--- config.mk ---
export PLATFORM = sky130hd
export DESIGN_NAME = pascal_subset_tokenizer_unit
export DESIGN_NICKNAME = d
export VERILOG_FILES = /design/src/hdl/pst_pkg.sv /design/src/hdl/pst_front.sv /design/src/hdl/pst_scan.sv /design/src/hdl/pst_res_q.sv /design/src/hdl/pascal_subset_tokenizer_unit.sv
export SDC_FILE = /design/constraint.sdc
export NUM_CORES = 1
export LEC_CHECK = 0
export ABC_AREA = 1
export BUFFER_PORTS_ARGS = -buffer_cell sky130_fd_sc_hd__buf_2
export CAP_MARGIN = 10
export CORE_ASPECT_RATIO = 1.75
export CORE_UTILIZATION = 67
export CTS_CLUSTER_SIZE = 10
export DETAILED_ROUTE_END_ITERATION = 6
export PLACE_DENSITY_LB_ADDON = 0.05
export SYNTH_ARGS = -nofsm -noshare
export SYNTH_HDL_FRONTEND = slang
export SYNTH_SLANG_ARGS = --single-unit
--- constraint.sdc ---
create_clock -name clk -period 5.5 [get_ports clk]
set_input_delay 0.825 -clock clk [delete_from_list [all_inputs] [get_ports clk]]
set_output_delay 0.825 -clock clk [all_outputs]
set_load 0.05 [all_outputs]
--- src/hdl/pst_pkg.sv ---
`default_nettype none
package pst_pkg;

  localparam int MaxTokenLength = 255;
  localparam logic [7:0] LenCap =
    (MaxTokenLength < 255) ? 8'(MaxTokenLength) : 8'd255;

  localparam int NumKw = 11;
  localparam int KwMaxLen = 7;

  localparam int ItemDepthDefault = 4;
  localparam int ResultDepthDefault = 4;

  localparam logic [15:0] FirstLineReset = 16'd1;
  localparam logic [15:0] LineMax = 16'hFFFF;

  typedef enum logic [4:0] {
    TK_NUMBER, TK_IDENT, TK_PROGRAM, TK_VAR, TK_BEGIN, TK_TYPE, TK_BOOL,
    TK_END, TK_ARRAY, TK_OF, TK_DIV, TK_COMMA, TK_DOT, TK_COLON, TK_SEMI,
    TK_EQUAL, TK_PLUS, TK_MINUS, TK_STAR, TK_LBRACK, TK_RBRACK, TK_ASSIGN,
    TK_RANGE, TK_UNKNOWN, TK_EOF
  } tok_kind_t;

  typedef enum logic [2:0] {
    CC_SPACE, CC_NEWLINE, CC_DIGIT, CC_LETTER, CC_COLON, CC_DOT, CC_EQUAL, CC_MARK
  } char_class_t;

  typedef enum logic [2:0] {
    SM_IDLE, SM_NUM, SM_IDENT, SM_COLON, SM_DOT
  } scan_mode_t;

  typedef struct packed {
    logic        eoi;
    char_class_t cls;
    logic [7:0]  code;
    tok_kind_t   mark;
  } item_t;

  typedef struct packed {
    tok_kind_t   kind;
    logic [15:0] line;
    logic [7:0]  len;
    logic        last;
  } tok_rec_t;

  // keyword text, left aligned, zero padded
  localparam logic [55:0] KwText [NumKw] = '{
    "program", "integer", "boolean", {"array", 16'h0}, {"begin", 16'h0},
    {"false", 16'h0}, {"true", 24'h0}, {"var", 32'h0}, {"end", 32'h0},
    {"div", 32'h0}, {"of", 40'h0}
  };

  localparam logic [7:0] KwLen [NumKw] = '{
    8'd7, 8'd7, 8'd7, 8'd5, 8'd5, 8'd5, 8'd4, 8'd3, 8'd3, 8'd3, 8'd2
  };

  localparam tok_kind_t KwKind [NumKw] = '{
    TK_PROGRAM, TK_TYPE, TK_TYPE, TK_ARRAY, TK_BEGIN, TK_BOOL, TK_BOOL,
    TK_VAR, TK_END, TK_DIV, TK_OF
  };

endpackage
`default_nettype wire

--- src/hdl/pst_front.sv ---
`default_nettype none
module pst_front import pst_pkg::*; #(
  parameter int ITEM_DEPTH = ItemDepthDefault
) (
  input  wire logic       clk,
  input  wire logic       rst,
  input  wire logic       push,
  output logic            full,
  input  wire logic       kind,
  input  wire logic [7:0] char_code,
  output logic            out_valid,
  output item_t           out_item,
  input  wire logic       out_ready
);

  localparam int PW = (ITEM_DEPTH > 1) ? $clog2(ITEM_DEPTH) : 1;
  localparam int CW = $clog2(ITEM_DEPTH + 1);

  item_t          mem [ITEM_DEPTH];
  logic [PW-1:0]  wr_ptr;
  logic [PW-1:0]  rd_ptr;
  logic [CW-1:0]  count;
  logic           push_take;
  logic           pop_take;
  item_t          cls_item;

  always_comb begin
    cls_item.eoi  = kind;
    cls_item.code = char_code;
    cls_item.mark = TK_UNKNOWN;
    case (char_code) inside
      8'h20, 8'h09, 8'h0D:          cls_item.cls = CC_SPACE;
      8'h0A:                        cls_item.cls = CC_NEWLINE;
      [8'h30:8'h39]:                cls_item.cls = CC_DIGIT;
      [8'h41:8'h5A], [8'h61:8'h7A]: cls_item.cls = CC_LETTER;
      8'h3A:                        cls_item.cls = CC_COLON;
      8'h2E:                        cls_item.cls = CC_DOT;
      8'h3D:                        cls_item.cls = CC_EQUAL;
      default:                      cls_item.cls = CC_MARK;
    endcase
    case (char_code)
      8'h2C:   cls_item.mark = TK_COMMA;
      8'h3B:   cls_item.mark = TK_SEMI;
      8'h3D:   cls_item.mark = TK_EQUAL;
      8'h2B:   cls_item.mark = TK_PLUS;
      8'h2D:   cls_item.mark = TK_MINUS;
      8'h2A:   cls_item.mark = TK_STAR;
      8'h5B:   cls_item.mark = TK_LBRACK;
      8'h5D:   cls_item.mark = TK_RBRACK;
      8'h2F:   cls_item.mark = TK_DIV;
      default: cls_item.mark = TK_UNKNOWN;
    endcase
  end

  assign full      = (count == CW'(ITEM_DEPTH));
  assign out_valid = (count != '0);
  assign out_item  = mem[rd_ptr];
  assign push_take = push && !full;
  assign pop_take  = out_ready && out_valid;

  always_ff @(posedge clk) begin
    if (push_take) begin
      mem[wr_ptr] <= cls_item;
    end
  end

  always_ff @(posedge clk) begin
    if (rst) begin
      wr_ptr <= '0;
      rd_ptr <= '0;
      count  <= '0;
    end else begin
      if (push_take) begin
        wr_ptr <= wr_ptr + 1'b1;
      end
      if (pop_take) begin
        rd_ptr <= rd_ptr + 1'b1;
      end
      count <= count + CW'(push_take) - CW'(pop_take);
    end
  end

endmodule
`default_nettype wire

--- src/hdl/pst_scan.sv ---
`default_nettype none
module pst_scan import pst_pkg::*; (
  input  wire logic        clk,
  input  wire logic        rst,
  input  wire logic        in_valid,
  input  wire item_t       in_item,
  output logic             in_ready,
  input  wire logic        room2,
  output logic [1:0]       wr_n,
  output tok_rec_t         wr0,
  output tok_rec_t         wr1,
  input  wire logic        cfg_we,
  input  wire logic [15:0] cfg_data
);

  scan_mode_t       mode;
  scan_mode_t       mode_next;
  logic [7:0]       run_len;
  logic [7:0]       run_len_next;
  logic [NumKw-1:0] cand;
  logic [NumKw-1:0] cand_next;
  logic [15:0]      line;
  logic [15:0]      line_next;
  logic [15:0]      first_line;

  logic             take;
  logic             flush_valid;
  tok_rec_t         flush_rec;
  logic             st_valid;
  tok_rec_t         st_rec;
  tok_rec_t         rec0;
  tok_rec_t         rec1;
  logic [1:0]       nres;
  tok_kind_t        word_kind;
  logic [7:0]       run_len_inc;

  function automatic logic [NumKw-1:0] grow(input logic [NumKw-1:0] c_in,
                                            input logic [7:0] p,
                                            input logic [7:0] ch);
    logic [NumKw-1:0] r;
    int               idx;
    for (int i = 0; i < NumKw; i++) begin
      idx  = 55 - 8 * int'(p[2:0]);
      r[i] = c_in[i] && (p < KwLen[i]) && (KwText[i][idx -: 8] == ch);
    end
    return r;
  endfunction

  assign in_ready    = room2;
  assign take        = in_valid && room2;
  assign run_len_inc = (run_len < LenCap) ? run_len + 8'd1 : run_len;

  always_comb begin
    word_kind = TK_IDENT;
    for (int i = NumKw - 1; i >= 0; i--) begin
      if (cand[i] && (KwLen[i] == run_len)) begin
        word_kind = KwKind[i];
      end
    end
  end

  always_comb begin
    flush_valid    = 1'b1;
    flush_rec      = '0;
    flush_rec.line = line;
    flush_rec.len  = run_len;
    case (mode)
      SM_NUM:   flush_rec.kind = TK_NUMBER;
      SM_IDENT: flush_rec.kind = word_kind;
      SM_COLON: begin
        flush_rec.kind = TK_COLON;
        flush_rec.len  = 8'd1;
      end
      SM_DOT: begin
        flush_rec.kind = TK_DOT;
        flush_rec.len  = 8'd1;
      end
      default: flush_valid = 1'b0;
    endcase
  end

  always_comb begin
    mode_next    = mode;
    run_len_next = run_len;
    cand_next    = cand;
    line_next    = line;
    rec0         = '0;
    rec1         = '0;
    rec0.line    = line;
    rec1.line    = line;
    nres         = 2'd0;
    st_valid     = 1'b0;
    st_rec       = '0;
    st_rec.line  = line;
    st_rec.len   = 8'd1;

    if (in_item.eoi) begin
      rec1.kind = TK_EOF;
      if (flush_valid) begin
        rec0 = flush_rec;
        nres = 2'd2;
      end else begin
        rec0.kind = TK_EOF;
        nres      = 2'd1;
      end
      mode_next    = SM_IDLE;
      run_len_next = '0;
      cand_next    = '1;
      line_next    = first_line;
    end else if (mode == SM_NUM && in_item.cls == CC_DIGIT) begin
      run_len_next = run_len_inc;
    end else if (mode == SM_IDENT &&
                 (in_item.cls == CC_DIGIT || in_item.cls == CC_LETTER)) begin
      cand_next    = grow(cand, run_len, in_item.code);
      run_len_next = run_len_inc;
    end else if (mode == SM_COLON && in_item.cls == CC_EQUAL) begin
      rec0.kind    = TK_ASSIGN;
      rec0.len     = 8'd2;
      nres         = 2'd1;
      mode_next    = SM_IDLE;
      run_len_next = '0;
    end else if (mode == SM_DOT && in_item.cls == CC_DOT) begin
      rec0.kind    = TK_RANGE;
      rec0.len     = 8'd2;
      nres         = 2'd1;
      mode_next    = SM_IDLE;
      run_len_next = '0;
    end else begin
      mode_next    = SM_IDLE;
      run_len_next = '0;
      cand_next    = '1;
      case (in_item.cls)
        CC_SPACE: ;
        CC_NEWLINE: begin
          if (line != LineMax) begin
            line_next = line + 16'd1;
          end
        end
        CC_DIGIT: begin
          mode_next    = SM_NUM;
          run_len_next = 8'd1;
        end
        CC_LETTER: begin
          mode_next    = SM_IDENT;
          run_len_next = 8'd1;
          cand_next    = grow('1, 8'd0, in_item.code);
        end
        CC_COLON: begin
          mode_next    = SM_COLON;
          run_len_next = 8'd1;
        end
        CC_DOT: begin
          mode_next    = SM_DOT;
          run_len_next = 8'd1;
        end
        default: begin
          st_valid    = 1'b1;
          st_rec.kind = in_item.mark;
        end
      endcase
      if (flush_valid) begin
        rec0 = flush_rec;
        rec1 = st_rec;
        nres = st_valid ? 2'd2 : 2'd1;
      end else if (st_valid) begin
        rec0 = st_rec;
        nres = 2'd1;
      end
    end

    rec0.last = (nres == 2'd1);
    rec1.last = 1'b1;
  end

  assign wr0  = rec0;
  assign wr1  = rec1;
  assign wr_n = take ? nres : 2'd0;

  always_ff @(posedge clk) begin
    if (rst) begin
      mode       <= SM_IDLE;
      run_len    <= '0;
      cand       <= '1;
      first_line <= FirstLineReset;
      line       <= FirstLineReset;
    end else begin
      if (take) begin
        mode    <= mode_next;
        run_len <= run_len_next;
        cand    <= cand_next;
        line    <= line_next;
      end
      if (cfg_we) begin
        first_line <= cfg_data;
        line       <= cfg_data;
      end
    end
  end

  a_idle_len : assert property (@(posedge clk) disable iff (rst)
    mode == SM_IDLE |-> run_len == 8'd0)
    else $error("run length left over in idle");

  a_ident_len : assert property (@(posedge clk) disable iff (rst)
    mode == SM_IDENT |-> run_len != 8'd0)
    else $error("empty word pending");

  a_eof_line : assert property (@(posedge clk) disable iff (rst)
    take && in_item.eoi |=> line == first_line)
    else $error("line count not reloaded after end of input");

endmodule
`default_nettype wire

--- src/hdl/pst_res_q.sv ---
`default_nettype none
module pst_res_q import pst_pkg::*; #(
  parameter int RESULT_DEPTH = ResultDepthDefault
) (
  input  wire logic       clk,
  input  wire logic       rst,
  input  wire logic [1:0] wr_n,
  input  wire tok_rec_t   wr0,
  input  wire tok_rec_t   wr1,
  output logic            room2,
  output logic            empty,
  input  wire logic       pop,
  output tok_rec_t        head
);

  localparam int PW = (RESULT_DEPTH > 1) ? $clog2(RESULT_DEPTH) : 1;
  localparam int CW = $clog2(RESULT_DEPTH + 1);

  tok_rec_t       mem [RESULT_DEPTH];
  logic [PW-1:0]  wr_ptr;
  logic [PW-1:0]  rd_ptr;
  logic [CW-1:0]  count;
  logic           pop_take;

  assign empty    = (count == '0);
  assign room2    = (count <= CW'(RESULT_DEPTH - 2));
  assign pop_take = pop && !empty;
  assign head     = mem[rd_ptr];

  always_ff @(posedge clk) begin
    if (wr_n != 2'd0) begin
      mem[wr_ptr] <= wr0;
    end
    if (wr_n == 2'd2) begin
      mem[wr_ptr + 1'b1] <= wr1;
    end
  end

  always_ff @(posedge clk) begin
    if (rst) begin
      wr_ptr <= '0;
      rd_ptr <= '0;
      count  <= '0;
    end else begin
      wr_ptr <= wr_ptr + PW'(wr_n);
      if (pop_take) begin
        rd_ptr <= rd_ptr + 1'b1;
      end
      count <= count + CW'(wr_n) - CW'(pop_take);
    end
  end

  a_no_overfill : assert property (@(posedge clk) disable iff (rst)
    wr_n != 2'd0 |-> room2)
    else $error("result beat written without room");

  a_count_bound : assert property (@(posedge clk) disable iff (rst)
    count <= CW'(RESULT_DEPTH))
    else $error("result queue count out of range");

endmodule
`default_nettype wire

--- src/hdl/pascal_subset_tokenizer_unit.sv ---
`default_nettype none
// channel   direction  handshake                 payload
// input     in         push / full               kind, char_code
// result    out        empty / pop               token_kind, line_number,
//                                                token_length, last
// config    in         cfg_valid / cfg_ready     cfg_data (first line number)
//
// One character beat per cycle sustained while full is low; the scanner takes
// one item a cycle from the item queue while room2 is high, and each result is
// registered into the result queue, whose head drives the result ports.
// An item gives up to two result beats; the port drains one per cycle on pop.
// Synchronous rst empties both queues, idles the scanner, line number to 1.
// full rises when ITEM_DEPTH beats wait; the scanner waits while the result
// queue has fewer than two free slots. cfg_ready is always high.
module pascal_subset_tokenizer_unit import pst_pkg::*; #(
  parameter int ITEM_DEPTH   = ItemDepthDefault,
  parameter int RESULT_DEPTH = ResultDepthDefault
) (
  input  wire logic        clk,
  input  wire logic        rst,
  input  wire logic        push,
  output logic             full,
  input  wire logic        kind,
  input  wire logic [7:0]  char_code,
  output logic             empty,
  input  wire logic        pop,
  output logic [4:0]       token_kind,
  output logic [15:0]      line_number,
  output logic [7:0]       token_length,
  output logic             last,
  input  wire logic        cfg_valid,
  output logic             cfg_ready,
  input  wire logic [15:0] cfg_data
);

  logic       item_valid;
  item_t      item;
  logic       item_ready;
  logic       room2;
  logic [1:0] wr_n;
  tok_rec_t   wr0;
  tok_rec_t   wr1;
  tok_rec_t   head;

  assign cfg_ready = 1'b1;

  pst_front #(
    .ITEM_DEPTH(ITEM_DEPTH)
  ) u_front (
    .clk       (clk),
    .rst       (rst),
    .push      (push),
    .full      (full),
    .kind      (kind),
    .char_code (char_code),
    .out_valid (item_valid),
    .out_item  (item),
    .out_ready (item_ready)
  );

  pst_scan u_scan (
    .clk      (clk),
    .rst      (rst),
    .in_valid (item_valid),
    .in_item  (item),
    .in_ready (item_ready),
    .room2    (room2),
    .wr_n     (wr_n),
    .wr0      (wr0),
    .wr1      (wr1),
    .cfg_we   (cfg_valid && cfg_ready),
    .cfg_data (cfg_data)
  );

  pst_res_q #(
    .RESULT_DEPTH(RESULT_DEPTH)
  ) u_res_q (
    .clk   (clk),
    .rst   (rst),
    .wr_n  (wr_n),
    .wr0   (wr0),
    .wr1   (wr1),
    .room2 (room2),
    .empty (empty),
    .pop   (pop),
    .head  (head)
  );

  assign token_kind   = head.kind;
  assign line_number  = head.line;
  assign token_length = head.len;
  assign last         = head.last;

endmodule
`default_nettype wire

==> results of run 1 <==
-- area by class of cell --
type | instances | area [µm²] | share of cell area
flip-flops and latches | 260 | 6770 | 0.450
clock buffers | 52 | 833 | 0.0554
well taps | 248 | 310 | 0.0206
repair buffers | 77 | 425 | 0.0283
clock inverters | 2 | 25.0 | 0.00166
multi-input cells | 1251 | 6140 | 0.408
inverters | 141 | 532 | 0.0354
-- synthesized netlist by cell type, types with 3 or more instances --
cell type,number
o21a_1,3
a211oi_1,5
xnor2_1,11
clkbuf_1,45
nand2_4,7
nand3_1,166
nor2_1,201
nand2_1,374
buf_6,12
a21oi_1,130
dfxtp_1,104
nor3b_1,3
nor4_1,4
edfxtp_1,156
a21oi_2,8
o22ai_1,38
buf_2,30
xor2_1,33
o21ai_0,171
nor2_4,4
buf_1,3
o211ai_1,7
nand2_2,8
nand4_1,13
clkinv_1,4
inv_2,4
inv_1,132
nor3_1,26
ha_1,17
-- worst max-delay path, delay by kind of cell, from the launching register on --
kind	cells	cell delay, ps
and+or+nand+nor	11	2880
adders and majority gates	1	240
buffers and inverters	2	440
DFF	1	570
-- kinds of logic (layout without fill, tap and decap cells) --
logic type,Yosys count,in the layout,synth area share
AND/OR/NAND/NOR,812,812,0.250
AO/OA/AOI/OAI,375,375,0.145
flip-flops,260,260,0.486
buffers and inverters,233,272,0.0727
XOR/XNOR,44,44,0.0277
adder cells (fa/ha/maj),19,19,0.0182
other,1,1,0.000269
-- power by group through the flow --
stage               combinational, W  sequential [W]  clock, W
floorplan                    0.00381         0.00278         0
global placement             0.00463         0.00293         0
detailed placement           0.00471         0.00294         0
CTS                          0.00473         0.00290   0.00178
global route                 0.00527         0.00295   0.00187
finish                       0.00481         0.00291   0.00177
-- flip-flops by register name (all words and copies together), names as in the netlist, named ones only --
register / cells
u_res_q.mem: 120
u_front.mem: 68
u_scan.first_line: 16
u_scan.line: 16
u_scan.cand: 11
u_scan.run_len: 8
u_front.count: 3
u_res_q.count: 3
u_scan.mode: 3
u_front.rd_ptr: 2
u_front.wr_ptr: 2
u_res_q.rd_ptr: 2
u_res_q.wr_ptr: 2
-- layout by cell type, fill, tap and decap left out, drive strengths merged, types with 3 or more instances in the layout --
cell	instances
o21ai	173
o211ai	7
buf	77
clkbuf	52
a211oi	5
inv	138
nand2	389
nand4	13
nor3	26
nand3	167
o21a	3
clkinv	5
xor2	33
dfxtp	104
o22ai	38
xnor2	11
a21oi	138
ha	17
nor3b	3
nor4	4
nor2	206
edfxtp	156
-- layer usage --
metal | track usage | part of all wire | up-vias
li1 | - | - | 5946
met1 | 0.364 | 0.35 | 5679
met2 | 0.658 | 0.53 | 498
met3 | 0.0389 | 0.059 | 135
met4 | 0.220 | 0.055 | 0
met5 | 0 | 0 | -
-- worst paths after layout --
check | start | endpoint | slack, ps | cells past startpoint
worst min register to register | u_scan.first_line[0]$_SDFFE_PP1P_ | u_scan.first_line[0]$_SDFFE_PP1P_ | 450 | 2
worst min-delay path | u_scan.first_line[0]$_SDFFE_PP1P_ | u_scan.first_line[0]$_SDFFE_PP1P_ | 450 | 2
worst max register to register | flop | u_res_q.mem[2][10]$_DFFE_PP_ | 910 | 14
worst max-delay path | flop | u_res_q.mem[2][10]$_DFFE_PP_ | 910 | 14
-- per-stage QoR --
stage / hold WS [ps] / setup WS, ps / util / cells
after global placement: 429 / 1230 / 0.696 / 1977
after detailed placement: 437 / 964 / 0.696 / 1977
after CTS: 452 / 934 / 0.738 / 2031
after floorplan: 419 / 2510 / - / 1744
final: 451 / 909 / 0.738 / 2031
after global routing: 466 / 433 / 0.738 / 2031
==> reports/summary.txt, run 1 <==
outcome: finished with violations
violated checks: DRC
Yosys top cell by area: edfxtp_1
clock-pin slew on the worst setup and hold paths: 70 ps
total CTS buffers: 30
Slew Viols, Final: 0
Yosys cell types: 47
DIE AREA: 21400 µm²
Layout fillers: 1616
Worst slew margin: 0.267
vias in the first global route: 11.7k
crit-path cells: inv_4, nand2_1, nand3_1, nand2_1, nor2_1, ha_1, inv_1, nor2_1, nand2_1, nand2_2, nand3_4, nor2_4, nand2_4, nand2_1
Seq/Total Area, Yosys: 0.486
CTS resizes: 0
TritonCTS clock tree: yes
nets: 1810
kind of critical path: reg2reg
first-pass GRT wire length: 58300 µm
FP Rows: 69
crit-path most repeated cell: nand2_1
final count of hold timing violations: 0
CP max stage cell: nand2_1
initial antenna violation count: 0
Avg Cell Area, Syn: 7.98 µm²
Post-synth ARST share: 0
critical path arrival: 4770 ps
largest net degree at the start of global routing: 62
maximum VDD drop: 0.551 mV
Comb pwr share: 0.507
max cap viols: 0
LEAKAGE: 6.11 nW
drt first-iter violations: 1194
design area: 15000 µm²
Hold Crit Class: reg2reg
GRT Residual Overflow: 0
top cell type's share of synthesized area: 0.337
Post-CTS Setup Bufs: 0
CTS max path bufs: 3
vias per cell: 6.04
Final Critical Period: 4590 ps
Worst Clk Skew: 25.5 ps
Initial Util: 0.683
Pwr Total: 0.00949 W
Initial DRT Pass Iterations: 7
Area Growth Syn to Fin: 8.01%
Yosys reg bits: 260
die height: 193 µm
Net Sw Frac: 0.485
Max Fclk: 218 MHz
WL per Instance: 18.1 µm
DP HPWL: 26000 µm
post-synthesis instance total: 1744
antenna diode count: 0
top-level port count: 63
Setup TNS: 0 ps
CTS Hold Buffers Added: 0
Detailed Route WL: 36700 µm
crit end category: flop
Root Buffer: clkbuf_16
Internal: 0.00489 W
CP Launch Type: flop
PD cells: 631 nW/µm²
sw power: 0.00460 W
actual slew at the worst max-slew pin: 1100 ps
die span in x: 111 µm
crit-path max FO: 34
dpl cell area: 14200 µm²
Clock Latency Late Sink: 580 ps
layout cells sized above 1: 0.0813
Top FF cell, synth: edfxtp_1
DRC violations left: 12
total global-route track usage: 0.347
final setup violation count: 0
Ys Warns: 0
H-Tree Depth: 1
Post-DRT Antenna Nets: 0
I/O Buffers: 61
Clock Sink Count: 260
Vias: 12.3k
cell area after synthesis: 13900 µm²
Seq pwr share: 0.307
syn_nets: 1793
Worst Path Required: 5680 ps
RePlAce Congestion: 0.945
final period utilization: 0.835
slowest stage delay, CP: 910 ps
core region area: 20400 µm²
Clk pwr share: 0.187
synth top area cells: edfxtp_1 34%, dfxtp_1 15%, nand2_1 10%, o21ai_0 6.1%, nand3_1 6.0%
number of enable flip-flop cells after synthesis: 156
RSZ-0062 raised after global routing: no
Note: power is estimated with default switching activity, not from simulation.
==> run 2: changes to the inputs <==
--- a/config.mk
+++ b/config.mk
@@ -9,7 +9,7 @@
 export BUFFER_PORTS_ARGS = -buffer_cell sky130_fd_sc_hd__buf_2
 export CAP_MARGIN = 10
 export CORE_ASPECT_RATIO = 1.75
-export CORE_UTILIZATION = 67
+export CORE_UTILIZATION = 62
 export CTS_CLUSTER_SIZE = 10
 export DETAILED_ROUTE_END_ITERATION = 6
 export PLACE_DENSITY_LB_ADDON = 0.05
==> constraint.sdc (replaced) <==
create_clock -name clk -period 4.63 [get_ports clk]
set_input_delay 0.6945 -clock clk [delete_from_list [all_inputs] [get_ports clk]]
set_output_delay 0.6945 -clock clk [all_outputs]
set_load 0.05 [all_outputs]
==> run 2 against run 1 <==
  * The flow now finishes without violations
  * Utilization fell by 5.0 points
  * Critical path depth unchanged
  * Power up 20%
  * Combinational power rose by 22%
  * Wire length increased by 2.3%
  * Cell count up 2.7%
  * Count of clock-buffer cells in the layout is 3 lower
  * Flip-flop and latch count unchanged
  * Worst setup slack better by 52 ps
  * Sequential share of layout area decreased by 0.41 points
  * Non-clock buffer count up 10
  * Sequential power grew 15%
  * Critical endpoint is now u_res_q.mem[1][27]$_DFFE_PP_
  * Highest routed layer unchanged
==> reports/summary.txt, run 2 (synthesis results as in run 1) <==
RePlAce Congestion: 0.947 (+0.17%)
max reg flops: 120 (unchanged)
most common cell after layout, fill and taps aside: nand2_1
CTS max path bufs: 3 (unchanged)
Setup crit end: u_res_q.mem[1][27]$_DFFE_PP_
FP Rows: 72 (+4.3%)
Worst Clk Skew: 15.7 ps (-9.78 ps)
dpl cell area: 14300 µm² (+0.95%)
first-pass GRT wire length: 59000 µm (+1.1%)
PD cells: 749 nW/µm² (+19%)
GRT Residual Overflow: 0 (unchanged)
LEAKAGE: 6.17 nW (+0.92%)
drt first-iter violations: 963 (-19%)
CTS Hold Buffers Added: 0 (unchanged)
kind of critical path: reg2reg
outcome: finished clean
worst r2r dst: u_res_q.mem[1][27]$_DFFE_PP_
final setup violation count: 0 (unchanged)
final count of hold timing violations: 0 (unchanged)
Setup TNS: 0 ps (unchanged)
final period utilization: 0.792 (-0.0423)
initial antenna violation count: 0 (unchanged)
Worst slew margin: 0.401 (+0.134)
core region area: 22100 µm² (+8.3%)
FF-to-FF path depth: 14 (unchanged)
CP Launch Type: flop
Worst Path Required: 4850 ps (-830 ps)
crit end category: flop
clock-pin slew on the worst setup and hold paths: 60 ps (about the same)
vias in the first global route: 11.9k (+1.9%)
Post-DRT Antenna Nets: 0 (unchanged)
Slew Viols, Final: 0 (unchanged)
crit-path max FO: 34 (unchanged)
DP HPWL: 26900 µm (+3.5%)
design area: 15200 µm² (+0.92%)
I/O Buffers: 61 (unchanged)
die height: 200 µm (+3.9%)
Post-CTS Setup Bufs: 0 (unchanged)
die span in x: 115 µm (+3.9%)
HP Start: kind
total CTS buffers: 30 (unchanged)
H-Tree Depth: 1 (unchanged)
Vias: 12.3k (-0.0082%)
Final Critical Period: 3670 ps (-922 ps)
max cap viols: 0 (unchanged)
RSZ-0062 raised after global routing: no
TritonCTS clock tree: yes
maximum VDD drop: 0.546 mV (-0.86%)
Worst R2R Setup Slack: 960 ps (+50 ps)
DRC violations left: 0 (-12)
total global-route track usage: 0.330 (-0.0171)
top-level port count: 63 (unchanged)
Area Growth Syn to Fin: 9.01%
DIE AREA: 23100 µm² (+7.9%)
antenna diode count: 0 (unchanged)
nets: 1820 (+0.55%)
Max Fclk: 273 MHz (+25%)
Regs by FF count: u_res_q.mem x120, u_front.mem x68
Hold Crit Class: in2reg
Root Buffer: clkbuf_16
largest net degree at the start of global routing: 61 (-1.6%)
most frequent cells in the layout: 374 x nand2_1, 201 x nor2_1, 171 x o21ai_0
actual slew at the worst max-slew pin: 898 ps (-199 ps)
Initial Util: 0.631 (-0.0525)
vias per cell: 5.88 (-2.6%)
WL per Instance: 18.0 µm (-0.40%)
Initial DRT Pass Iterations: 6 (-1)
Clock Latency Late Sink: 560 ps (-20 ps)
Detailed Route WL: 37500 µm (+2.3%)
critical path arrival: 3890 ps (-880 ps)
layout cells sized above 1: 0.0872 (+0.00588)
Largest Register: u_res_q.mem
Clock Sink Count: 260 (unchanged)
CTS resizes: 0 (unchanged)
[run 2: cell type report]
class,count,area [µm²]
well taps,296,370
fillers,1898,6900
repair buffers,87,500
multi-input cells,1251,6140
flip-flops and latches,260,6770
clock inverters,1,8.76
clock buffers,49,853
inverters,141,532
[run 2: critical path, stage by stage, from the launching register on]
cell and delay (ps):
dfxtp_1 610, inv_4 240, nand2_1 140, nand3_1 70
nand2_1 200, nor2_1 70, buf_4 160, ha_1 260
nand3b_1 160, nand2_2 90, nand2_4 70, nor2_4 460
nand2_4 310, nand2_1 130, buf_4 300
[run 2: worst min-delay path by stage]
stage	end	slack, ps	cells past startpoint
3_3_place_gp	u_scan.first_line[0]$_SDFFE_PP1P_	430	2
5_1_grt	u_front.mem[2][16]$_DFFE_PP_	360	1
4_1_cts	u_front.mem[2][16]$_DFFE_PP_	360	1
6_report	u_front.mem[2][16]$_DFFE_PP_	370	1
2_1_floorplan	u_scan.first_line[0]$_SDFFE_PP1P_	420	2
3_5_place_dp	u_scan.first_line[0]$_SDFFE_PP1P_	440	2
[run 2: where the power goes]
part	switching (W)	total [W]	internal, W
Clock	0.000873	0.00211	0.00124
Sequential	0.000267	0.00336	0.00309
Combinational	0.00435	0.00589	0.00154
Total	0.00549	0.0114	0.00587
[run 2: metrics by stage]
stage          hold slack, ps  std cells  power (W)   util  worst slack (ps)
4_1_cts                   357       2085     0.0113  0.687               983
3_5_place_dp              444       2035    0.00919  0.648              1000
5_1_grt                   365       2085     0.0121  0.687               655
3_3_place_gp              429       2035    0.00909  0.648              1110
6_report                  369       2085     0.0114  0.687               961
2_1_floorplan             419       1744    0.00783      -              1640
[run 2: per-layer routing]
layer  up-vias  part of all wire  global-route usage
li1       5962                 -                   -
met2       420              0.53               0.615
met3       165             0.041              0.0357
met1      5710              0.36               0.338
met5         -                 0                   0
met4         0             0.067               0.217
==> run 3: changes to the inputs <==
==> constraint.sdc (replaced) <==
create_clock -name clk -period 3.6 [get_ports clk]
set_input_delay 0.54 -clock clk [delete_from_list [all_inputs] [get_ports clk]]
set_output_delay 0.54 -clock clk [all_outputs]
set_load 0.05 [all_outputs]
==> run 3 against run 2 <==
  * Via count fell by 0.60%
  * Utilization grew 0.51 points
  * First-iteration DRC count down 2.7%
  * Maximum frequency rose by 11%
  * Critical path type unchanged
  * Critical endpoint is now u_res_q.mem[2][11]$_DFFE_PP_
  * Largest power group unchanged
==> reports/summary.txt, run 3 (synthesis results as in run 1) <==
outcome: finished clean
critical path arrival: 3510 ps (-380 ps)
most common cell after layout, fill and taps aside: nand2_1
total CTS buffers: 30 (unchanged)
WL per Instance: 17.7 µm (-1.3%)
maximum VDD drop: 0.634 mV (+16%)
Clock Sink Count: 260 (unchanged)
PD cells: 962 nW/µm² (+29%)
Max Fclk: 304 MHz (+11%)
layout cells sized above 1: 0.0942 (+0.00704)
initial antenna violation count: 0 (unchanged)
GRT Residual Overflow: 0 (unchanged)
die height: 200 µm (unchanged)
die span in x: 115 µm (unchanged)
slowest stage delay, CP: 500 ps (-110 ps)
RePlAce Congestion: 0.945 (-0.19%)
Setup TNS: 0 ps (unchanged)
H-Tree Depth: 1 (unchanged)
Post-DRT Antenna Nets: 0 (unchanged)
crit end category: flop
most frequent cells in the layout: 374 x nand2_1, 201 x nor2_1, 171 x o21ai_0
Hold Crit Class: in2reg
clock-pin slew on the worst setup and hold paths: 60 ps (about the same)
Initial DRT Pass Iterations: 5 (-1)
nets: 1834 (+0.77%)
I/O Buffers: 61 (unchanged)
FP Rows: 72 (unchanged)
Largest Register: u_res_q.mem
crit-path most repeated cell: nand2_1
final period utilization: 0.914 (+0.122)
worst path bufs/invs: 3 (unchanged)
crit-path cells: inv_4, nand2_1, nand3_1, nand2_1, nor2_1, buf_4, ha_1, nand3b_1, nand2_2, nand2_4, nand2_4, nand2_4, nand2_1, nand2_1, buf_4
final count of hold timing violations: 0 (unchanged)
antenna diode count: 0 (unchanged)
CTS Hold Buffers Added: 0 (unchanged)
vias in the first global route: 12.0k (+0.33%)
CTS max path bufs: 3 (unchanged)
Worst Path Required: 3820 ps (-1030 ps)
Root Buffer: clkbuf_16
Worst slew margin: 0.443 (+0.0426)
Final Critical Period: 3290 ps (-377 ps)
Place WS: 350 ps (-650 ps)
DRC violations left: 0 (unchanged)
TritonCTS clock tree: yes
CP Launch Type: flop
kind of critical path: reg2reg
Initial Util: 0.631 (unchanged)
Post-CTS Setup Bufs: 0 (unchanged)
RSZ-0062 raised after global routing: no
first-pass GRT wire length: 59200 µm (+0.44%)
vias per cell: 5.80 (-1.3%)
core region area: 22100 µm² (unchanged)
CTS resizes: 0 (unchanged)
Vias: 12.2k (-0.60%)
Slew Viols, Final: 0 (unchanged)
Detailed Route WL: 37300 µm (-0.61%)
DIE AREA: 23100 µm² (unchanged)
Regs by FF count: u_res_q.mem x120, u_front.mem x68
actual slew at the worst max-slew pin: 832 ps (-66.0 ps)
Area Growth Syn to Fin: 9.82%
max cap viols: 0 (unchanged)
final setup violation count: 0 (unchanged)
total global-route track usage: 0.329 (-0.000706)
CP max stage cell: dfxtp_1
LEAKAGE: 6.24 nW (+1.1%)
Worst R2R Setup Slack: 310 ps (-650 ps)
Worst path top cell family by delay: simple AND/OR/NAND/NOR gates
max reg flops: 120 (unchanged)
largest net degree at the start of global routing: 61 (unchanged)
crit-path max FO: 27 (-21%)
Clock Latency Late Sink: 570 ps (about the same)
fin worst setup slack: 309 ps (-653 ps)
drt first-iter violations: 937 (-2.7%)
DP HPWL: 26300 µm (-2.5%)
Worst Clk Skew: 20.0 ps (+4.33 ps)
top-level port count: 63 (unchanged)
[run 3: power by group]
group / leakage (nW) / total (W) / internal, W / switching [W]
Combinational: 3.57 / 0.00766 / 0.00208 / 0.00557
Clock: 0.412 / 0.00272 / 0.00158 / 0.00114
Sequential: 2.25 / 0.00433 / 0.00398 / 0.000355
[run 3: through the flow]
step                      std cells  area (µm²)  hold WS (ps)   util  total power (W)
after detailed placement       2049       14400           437  0.654           0.0119
after global placement         2049       14400           430  0.654           0.0118
after floorplan                1744       13900           419      -           0.0101
after CTS                      2100       15300           201  0.693           0.0147
after global routing           2100       15300           210  0.693           0.0157
final                          2100       15300           215  0.693           0.0147
[run 3: layout make-up]
| cell class | instances | area (µm²) |
|---|---|---|
| inverters | 141 | 532 |
| flip-flops and latches | 260 | 6770 |
| clock buffers | 49 | 843 |
| multi-input cells | 1251 | 6140 |
| clock inverters | 2 | 13.8 |
| repair buffers | 101 | 618 |
| well taps | 296 | 370 |
| fillers | 1837 | 6790 |
[run 3: metal layers]
metal	track usage	share of wire	up-vias	wire, µm
li1	-	-	5978	-
met1	0.343	0.36	5675	13600
met2	0.624	0.54	408	20200
met3	0.0345	0.045	122	1680
met4	0.183	0.048	0	1800
met5	0	0	-	0
[run 3: worst register-to-register path, stage by stage (launching register included)]
cell and delay [ps]:
dfxtp_1 500, inv_4 170, nand2_1 120, nand3_1 70, nand2_1 180, nor2_1 70, buf_4 160, ha_1 260
nand3b_1 120, nand2_2 80, nand2_4 90, nand2_4 70, nand2_4 250, nand2_1 300, nand2_1 160, buf_4 330
[run 3: path summary, 6_finish.rpt]
check        depth (start not counted)                              start                                 to
max                                 15                               flop       u_res_q.mem[2][11]$_DFFE_PP_
min                                  1                               kind       u_front.mem[2][16]$_DFFE_PP_
max reg2reg                         15                               flop       u_res_q.mem[2][11]$_DFFE_PP_
min reg2reg                          2  u_scan.first_line[0]$_SDFFE_PP1P_  u_scan.first_line[0]$_SDFFE_PP1P_
